$ cat config.mk
export PLATFORM = sky130hd
export DESIGN_NAME = nnsag_queue_flat
export DESIGN_NICKNAME = d
export VERILOG_FILES = /design/src/design/nnsag_pkg.sv /design/src/design/nnsag_ifs.sv /design/src/design/nnsag_queue.sv /design/src/flat_wrapper.sv
export SDC_FILE = /design/constraint.sdc
export NUM_CORES = 1
export LEC_CHECK = 0
export ABC_CLOCK_PERIOD_IN_PS = 2000
export BUFFER_PORTS_ARGS = -buffer_cell sky130_fd_sc_hd__buf_2
export CORE_AREA = 2 2 39 41
export CTS_BUF_LIST = sky130_fd_sc_hd__clkbuf_8 sky130_fd_sc_hd__clkbuf_16
export DETAILED_ROUTE_END_ITERATION = 6
export DIE_AREA = 0 0 41 43
export PLACE_DENSITY_LB_ADDON = 0.3
export REMOVE_ABC_BUFFERS = 1
export SLEW_MARGIN = 20
export SYNTH_ARGS = -nofsm -noshare
export SYNTH_HDL_FRONTEND = slang
export SYNTH_SLANG_ARGS = --single-unit
export TNS_END_PERCENT = 50
$ cat constraint.sdc
create_clock -name clk -period 2 [get_ports clk]
set_input_delay 0.2 -clock clk [delete_from_list [all_inputs] [get_ports clk]]
set_output_delay 0.2 -clock clk [all_outputs]
set_load 0.02 [all_outputs]
$ cat src/design/nnsag_pkg.sv
// ----------------------------------------------------------------------------
// nnsag_pkg
// Shared types, register codes and reset values of the nearest-neighbor
// scaler address generator.
// ----------------------------------------------------------------------------
package nnsag_pkg;

	localparam int unsigned MAX_DIM_DEF   = 4096;
	localparam int unsigned ADDR_BITS_DEF = 24;

	localparam int unsigned CFG_IDX_W  = 4;
	localparam int unsigned CFG_DATA_W = 25;

	localparam int unsigned DIM_W  = 13;
	localparam int unsigned REM_W  = 12;
	localparam int unsigned SKIP_W = 25;
	localparam int unsigned OFS_W  = 24;
	localparam int unsigned OUT_W  = 24;

	localparam int unsigned QUEUE_DEPTH = 2;

	localparam logic [CFG_IDX_W-1:0] REG_SRC_WIDTH    = CFG_IDX_W'(0);
	localparam logic [CFG_IDX_W-1:0] REG_DST_WIDTH    = CFG_IDX_W'(1);
	localparam logic [CFG_IDX_W-1:0] REG_DST_HEIGHT   = CFG_IDX_W'(2);
	localparam logic [CFG_IDX_W-1:0] REG_X_STEP_WHOLE = CFG_IDX_W'(3);
	localparam logic [CFG_IDX_W-1:0] REG_X_STEP_REM   = CFG_IDX_W'(4);
	localparam logic [CFG_IDX_W-1:0] REG_ROW_SKIP     = CFG_IDX_W'(5);
	localparam logic [CFG_IDX_W-1:0] REG_Y_STEP_REM   = CFG_IDX_W'(6);
	localparam logic [CFG_IDX_W-1:0] REG_START_OFFSET = CFG_IDX_W'(7);

	localparam logic [DIM_W-1:0]         RST_SRC_WIDTH    = DIM_W'(160);
	localparam logic [DIM_W-1:0]         RST_DST_WIDTH    = DIM_W'(160);
	localparam logic [DIM_W-1:0]         RST_DST_HEIGHT   = DIM_W'(144);
	localparam logic [DIM_W-1:0]         RST_X_STEP_WHOLE = DIM_W'(1);
	localparam logic [REM_W-1:0]         RST_X_STEP_REM   = '0;
	localparam logic signed [SKIP_W-1:0] RST_ROW_SKIP     = '0;
	localparam logic [REM_W-1:0]         RST_Y_STEP_REM   = '0;
	localparam logic [OFS_W-1:0]         RST_START_OFFSET = '0;

	typedef struct packed {
		logic [DIM_W-1:0]         src_width;
		logic [DIM_W-1:0]         dst_width;
		logic [DIM_W-1:0]         dst_height;
		logic [DIM_W-1:0]         x_step_whole;
		logic [REM_W-1:0]         x_step_rem;
		logic signed [SKIP_W-1:0] row_skip;
		logic [REM_W-1:0]         y_step_rem;
		logic [OFS_W-1:0]         start_offset;
	} nnsag_cfg_t;

	typedef struct packed {
		logic restart;
	} nnsag_item_t;

	typedef struct packed {
		logic        valid;
		nnsag_item_t item;
	} nnsag_head_t;

endpackage

$ cat src/design/nnsag_ifs.sv
// ----------------------------------------------------------------------------
// nnsag channel interfaces
// Request, result and configuration write channels, valid/ready handshake.
// ----------------------------------------------------------------------------
interface nnsag_in_if;
	logic valid;
	logic ready;
	logic restart;

	modport source (output valid, output restart, input ready);
	modport sink (input valid, input restart, output ready);
endinterface


$ cat src/design/nnsag_queue.sv
// ----------------------------------------------------------------------------
// nnsag_queue
// Front end: accepts request beats and holds them in a short queue for the
// step engine.
// ----------------------------------------------------------------------------
module nnsag_queue import nnsag_pkg::*; (
	input  logic        clk,
	input  logic        arst_n,
	nnsag_in_if.sink    req,
	input  logic        pop,
	output nnsag_head_t head
);

	localparam int unsigned PTR_W = (QUEUE_DEPTH > 1) ? $clog2(QUEUE_DEPTH) : 1;
	localparam int unsigned CNT_W = $clog2(QUEUE_DEPTH + 1);

	nnsag_item_t       mem_q [QUEUE_DEPTH];
	logic [PTR_W-1:0]  wr_ptr_q;
	logic [PTR_W-1:0]  rd_ptr_q;
	logic [CNT_W-1:0]  count_q;
	logic              push;
	logic              do_pop;
	nnsag_item_t       item_in;

	assign req.ready       = (count_q != CNT_W'(QUEUE_DEPTH));
	assign push            = req.valid && req.ready;
	assign do_pop          = pop && (count_q != '0);
	assign item_in.restart = req.restart;

	assign head.valid = (count_q != '0);
	assign head.item  = mem_q[rd_ptr_q];

	always_ff @(posedge clk) begin
		if (push) begin
			mem_q[wr_ptr_q] <= item_in;
		end
	end

	always_ff @(posedge clk or negedge arst_n) begin
		if (!arst_n) begin
			wr_ptr_q <= '0;
			rd_ptr_q <= '0;
			count_q  <= '0;
		end else begin
			if (push) begin
				wr_ptr_q <= (wr_ptr_q == PTR_W'(QUEUE_DEPTH - 1)) ? '0 : wr_ptr_q + 1'b1;
			end
			if (do_pop) begin
				rd_ptr_q <= (rd_ptr_q == PTR_W'(QUEUE_DEPTH - 1)) ? '0 : rd_ptr_q + 1'b1;
			end
			if (push && !do_pop) begin
				count_q <= count_q + 1'b1;
			end else if (do_pop && !push) begin
				count_q <= count_q - 1'b1;
			end
		end
	end

endmodule

$ cat src/flat_wrapper.sv
// flat-port wrapper written by rule: the top's interface ports become plain ports
module nnsag_queue_flat import nnsag_pkg::*;
  (clk, arst_n, pop, head, req_valid, req_restart, req_ready);
  nnsag_in_if req_i ();
  input  logic clk;
  input  logic arst_n;
  input  logic pop;
  output nnsag_head_t head;
  input wire logic [$bits(req_i.valid)-1:0] req_valid;
  input wire logic [$bits(req_i.restart)-1:0] req_restart;
  output wire logic [$bits(req_i.ready)-1:0] req_ready;
  assign req_i.valid = req_valid;
  assign req_i.restart = req_restart;
  assign req_ready = req_i.ready;
  nnsag_queue u_core (.clk(clk), .arst_n(arst_n), .req(req_i), .pop(pop), .head(head));
endmodule
=== Yosys cells after proc, flatten, opt, wreduce, memory -nomap -nowiden ===
Memories as Yosys holds them, arrays and structs flattened.
Cells that the tools add are included.

* Bits in writable memories: 2
* Input port bits: 5
* Memories kept: 1
* Bits in latches: 0
* Logic and storage cells: 23
* Output and inout bits: 3
* Flip-flop bits (word level): 4
* Memory bits (read-only): 0

* Div/mod/pow operators: 0
* Add/sub/neg operators: 4
* Reduce and logical (&&, ||, !) cells: 8
* Mux-type cells: 6
* $lt $le $gt $ge: 0
* Equality and inequality tests: 1
* Bitwise logic cells: 0
* Shifts and indexed selects: 0
* $mul: 0

{| class="wikitable"
|+ Memories
! memory !! depth !! bits a word !! read ports !! clocked after Yosys merged registers in !! write ports !! RTL line !! source
|-
| u_core.mem_q || 2 || 1 || 1 || 0 || 1 || nnsag_queue.sv:17 || <nowiki>nnsag_item_t mem_q [QUEUE_DEPTH];</nowiki>
|}

{| class="wikitable"
|+ Operator list
! kind !! count
|-
| 1-bit logical AND || 4
|-
| 1-bit two-way mux || 4
|-
| 2-bit two-way mux || 2
|-
| 2-bit nonzero test || 2
|-
| 1-bit adder, second input constant || 2
|-
| 2-bit by 1-bit adder with 2-bit output, second input constant || 1
|-
| 1-bit zero test || 2
|-
| 2-bit inequality test, second input constant || 1
|-
| 2-bit by 1-bit subtractor with 2-bit output, second input constant || 1
|}

=== Longest topological paths before layout ===
* Depth after elaboration: 6
* Depth in mapped cells: 7
* Mapped depth without buffers: 7

=== Least setup slack after synthesis ===
OpenSTA, ideal clock, no wires.

* Path type: register to register
* Start point: reg u_core.count_q[0]
* End point: reg u_core.count_q[1]
* Arrival: 1293 ps
* Library setup time: 79 ps
* Clock period less this slack: 1372 ps
* Stages on the path, launching flop included: 7
* Buffers on the path: 0
* Path slack: 628 ps
* Required time: 1921 ps
* Path through: dfrtp_1 -> nand2b_4 -> nand2_1 -> inv_1 -> ha_1 -> nor2_1 -> xor2_1

* Longest elaborated chain between the ends: 5
* Elaborated cells on any way between the ends: 13
* Those cells by class: add/sub: 2; eq/ne: 1; mux: 2; reduce/logical: 8

{| class="wikitable"
|+ Ends and longest elaborated chain
! what !! RTL line !! source
|-
| from (decl) || nnsag_queue.sv:20 || <nowiki>logic [CNT_W-1:0] count_q;</nowiki>
|-
| from (signal assigned) || nnsag_queue.sv:52 || <nowiki>count_q <= count_q + 1'b1;</nowiki>
|-
| from (signal assigned) || nnsag_queue.sv:54 || <nowiki>count_q <= count_q - 1'b1;</nowiki>
|-
| 2-bit inequality test * || nnsag_queue.sv:25 || <nowiki>assign req.ready = (count_q != CNT_W'(QUEUE_DEPTH));</nowiki>
|-
| net req_ready || flat_wrapper.sv:11 || <nowiki>output wire logic [$bits(req_i.ready)-1:0] req_ready;</nowiki>
|-
| 1-bit logical AND * || nnsag_queue.sv:26 || <nowiki>assign push = req.valid && req.ready;</nowiki>
|-
| net u_core.push || nnsag_queue.sv:21 || <nowiki>logic push;</nowiki>
|-
| 1-bit zero test || nnsag_queue.sv:53 || <nowiki>end else if (do_pop && !push) begin</nowiki>
|-
| 1-bit logical AND || nnsag_queue.sv:53 ||
|-
| 2-bit nonzero test (no source line) || -- ||
|}

The timed path passes the listed nets; every way through them passes the cells marked *. The select of a mux whose other input is x is not followed.
A chain may end at the register's enable or synchronous reset.

=== Worst setup path after layout ===
* Start point: reg u_core.count_q[0]
* End point: reg u_core.count_q[1]

* Longest elaborated chain between the ends: 5
* Elaborated cells on any way between the ends: 13
* Those cells by class: add/sub: 2; eq/ne: 1; mux: 2; reduce/logical: 8

{| class="wikitable"
|+ Ends and longest elaborated chain
! what !! RTL line
|-
| 2-bit inequality test * || nnsag_queue.sv:25
|-
| 1-bit logical AND * || nnsag_queue.sv:26
|-
| net u_core.push || nnsag_queue.sv:21
|-
| 1-bit zero test || nnsag_queue.sv:53
|-
| 1-bit logical AND || nnsag_queue.sv:53
|-
| 2-bit nonzero test (no source line) || --
|}

Marks and branches as above.

==> results.sh <==
export IMPL_rsz0062_at_grt="false"
export IMPL_fin_ws_ns=0.558
export IMPL_syn_area_um2=283
export IMPL_critPathMaxStageDelay_ns=0.41
export IMPL_synth_top_area_share_pct=35.4
export IMPL_die_area_um2=1760
export IMPL_drt_initial_drc_count=4
export IMPL_synth_edf_count=2
export IMPL_maxSlewViolCount=0
export IMPL_seq_area_frac_synth_pct=56.6
export IMPL_grt_max_degree=5
export IMPL_worst_path_buf_inv=1
export IMPL_ys_warn_count=0
export IMPL_cts_buffers=3
export IMPL_syn_area_per_cell_um2=13.5
export IMPL_clock_sinks=6
export IMPL_grt_overflow=0
export IMPL_nets=40
export IMPL_post_cts_setup_buffers=0
export IMPL_path_clk_slew_ns=0.04
export IMPL_antenna_found_initial=0
export IMPL_n_fill_cell=143
export IMPL_power_density_nw_per_um2=1740
export IMPL_path_delay_family="simple AND/OR/NAND/NOR gates"
export IMPL_total_power_uw=682
export IMPL_crit_path_end_kind="register"
export IMPL_synthArstFlopShare_pct=66.7
export IMPL_drtAntennaViolNets=0
export IMPL_multi_input_area_um2=119
export IMPL_fin_crit_sh_pct=72.1
export IMPL_slew_headroom_pct=88.3
export IMPL_initial_utilization_pct=20.4
export IMPL_drive_gt1_share_pct=42.4
export IMPL_synth_ff_type="dfrtp_1"
export IMPL_seq_area_um2=160
export IMPL_tritoncts="yes"
export IMPL_worstHoldPathType="in -> reg"
export IMPL_htreeDepth=1
export IMPL_crit_chain="nand2b_4 -> nand2_1 -> inv_1 -> ha_1 -> xor2_1 -> nor2_1 -> xor2_1"
export IMPL_yosysTopAreaCell="dfrtp_1"
export IMPL_syn_inst=21
export IMPL_leakage_uw=0.000187
export IMPL_globalplace_congestion=0.575
export IMPL_synthTopCellsByCount="dfrtp_1 (4), xnor2_1 (3), edfxtp_1 (2), nor2_1 (2), xor2_1 (2)"
export IMPL_die_w_um=41
export IMPL_clockBufferDepth=2
export IMPL_portBuffers=7
export IMPL_synth_distinct_cells=13
export IMPL_tightest_slew_ns=0.175
export IMPL_cap_violations=0
export IMPL_fmax_mhz=694
export IMPL_vias=182
export IMPL_cts_root_buffer="clkbuf_8"
export IMPL_final_hold_violation_count=0
export IMPL_r2r_setup_slack_ns=0.56
export IMPL_crit_required_ns=2.14
export IMPL_tns_ns=0
export IMPL_final_util_pct=28.4
export IMPL_fp_row_count=14
export IMPL_grt_pass1_wl_um=710
export IMPL_dp_hpwl_um=373
export IMPL_crit_top_cell="xor2_1"
export IMPL_stdcell_count=49
export IMPL_worstPathArrival_ns=1.59
export IMPL_min_period_ns=1.44
export IMPL_post_place_ws_ns=0.559
export IMPL_synth_area_leaders="dfrtp_1 (35%), edfxtp_1 (21%), xnor2_1 (9.3%)"
export IMPL_first_pass_iters=2
export IMPL_routed_wirelength_um=470
export IMPL_die_h_um=43
export IMPL_post_drt_wl_per_cell_um=9.59
export IMPL_setup_viol_count_final=0
export IMPL_ys_ff_latch=6
export IMPL_finClkSkew_ns=0.000623
export IMPL_dp_cells=44
export IMPL_grt_pass1_vias=195
export IMPL_syn2layout_area_growth_pct=38.9
export IMPL_remaining_drc_errors=0
export IMPL_synth_most_common_cell="dfrtp_1"
export IMPL_vdd_drop_max_uv=442
export IMPL_critPathSlowestCell="dfrtp_1"
export IMPL_clk_latency_ns=0.22
export IMPL_worstSetupPathType="reg -> reg"
export IMPL_viasPerCell=3.71
export IMPL_status="finished, final reports clean"
export IMPL_start_kind="register"
export IMPL_diodes=0
export IMPL_core_area_um2=1380
export IMPL_io_pin_count=8
export IMPL_cp_max_fo=4
export IMPL_grt_usage_pct=6.36
cell type report:
| class | instances | area share, % |
|---|---|---|
| Clock buffer | 3 | 10.5 |
| Clock inverter | 1 | 0.955 |
| Inverter | 1 | 0.955 |
| Multi-Input combinational cell | 14 | 30.3 |
| Sequential cell | 6 | 40.8 |
| Tap cell | 16 | 5.10 |
| Timing Repair Buffer | 8 | 11.5 |
per-layer routing:
metal  track usage, %  routed length (um)  vias to the layer above  share of wire, %
met2             10.3                 267                        7                57
met3             2.09                  34                        0               7.2
met5                0                   0                        -                 0
met4             6.00                   0                        0                 0
met1             5.57                 167                       82                36
li1                 -                   -                       93                 -
metrics by stage:
step / cell area [um2] / hold WS, ns
final: 393 / 0.167
after global routing: 393 / 0.168
after CTS: 393 / 0.164
after detailed placement: 338 / 0.0157
after global placement: 338 / 0.0124
after floorplan: 283 / -0.0956
state kept, by name (all words and copies together), names as in the netlist:
register	cells
u_core.count_q	2
u_core.mem_q	2
u_core.rd_ptr_q	1
u_core.wr_ptr_q	1
placed cells by master, fill, tap and decap left out:
cell type and count:
and3_1 1, nor2_1 2, clkbuf_8 3, dfrtp_1 4
nand2_4 1, xor2_1 2, buf_2 7, inv_1 2
mux2_2 1, or2_4 1, nand2b_4 1, edfxtp_1 2
ha_1 1, dlygate4sd3_1 1, nand2_1 1, xnor2_1 3
report_power, final:
part	internal, uW	switching (uW)	total (uW)
clock network	132	52.7	185
registers	185	48.7	234
logic	135	129	264
total	452	231	682
cells by family after synthesis:
group | after synthesis | synth area share (%)
fa+ha+maj | 1 | 4.42
flops | 6 | 56.6
simple gates | 7 | 18.1
xor+xnor | 5 | 15.5
mux | 1 | 3.98
buf+inv | 1 | 1.33
timing repair:
| item | CTS | global route |
|---|---|---|
| setup endpoints to repair | 0 | 0 |
| hold endpoints to repair | 4 | 0 |
| gates resized for setup | 0 | 0 |
| hold buffers | 1 | 0 |
path summary, 6_finish.rpt:
kind | from | cells after the start | to
worst max-delay path | u_core.count_q[0] | 7 | u_core.count_q[1]
worst min-delay path | req_restart | 1 | u_core.mem_q[1]
worst max register to register | u_core.count_q[0] | 7 | u_core.count_q[1]
worst min register to register | u_core.rd_ptr_q | 1 | u_core.rd_ptr_q
max in group asynchronous | arst_n | 2 | u_core.count_q[0]
min in group asynchronous | arst_n | 2 | u_core.wr_ptr_q
worst register-to-register path, cell delays in order (launching register included):
cell,delay [ns]
dfrtp_1,0.41
nand2b_4,0.17
nand2_1,0.12
inv_1,0.06
ha_1,0.19
xor2_1,0.15
nor2_1,0.12
xor2_1,0.15
No activity file was read; power rests on OpenSTA's default activity.
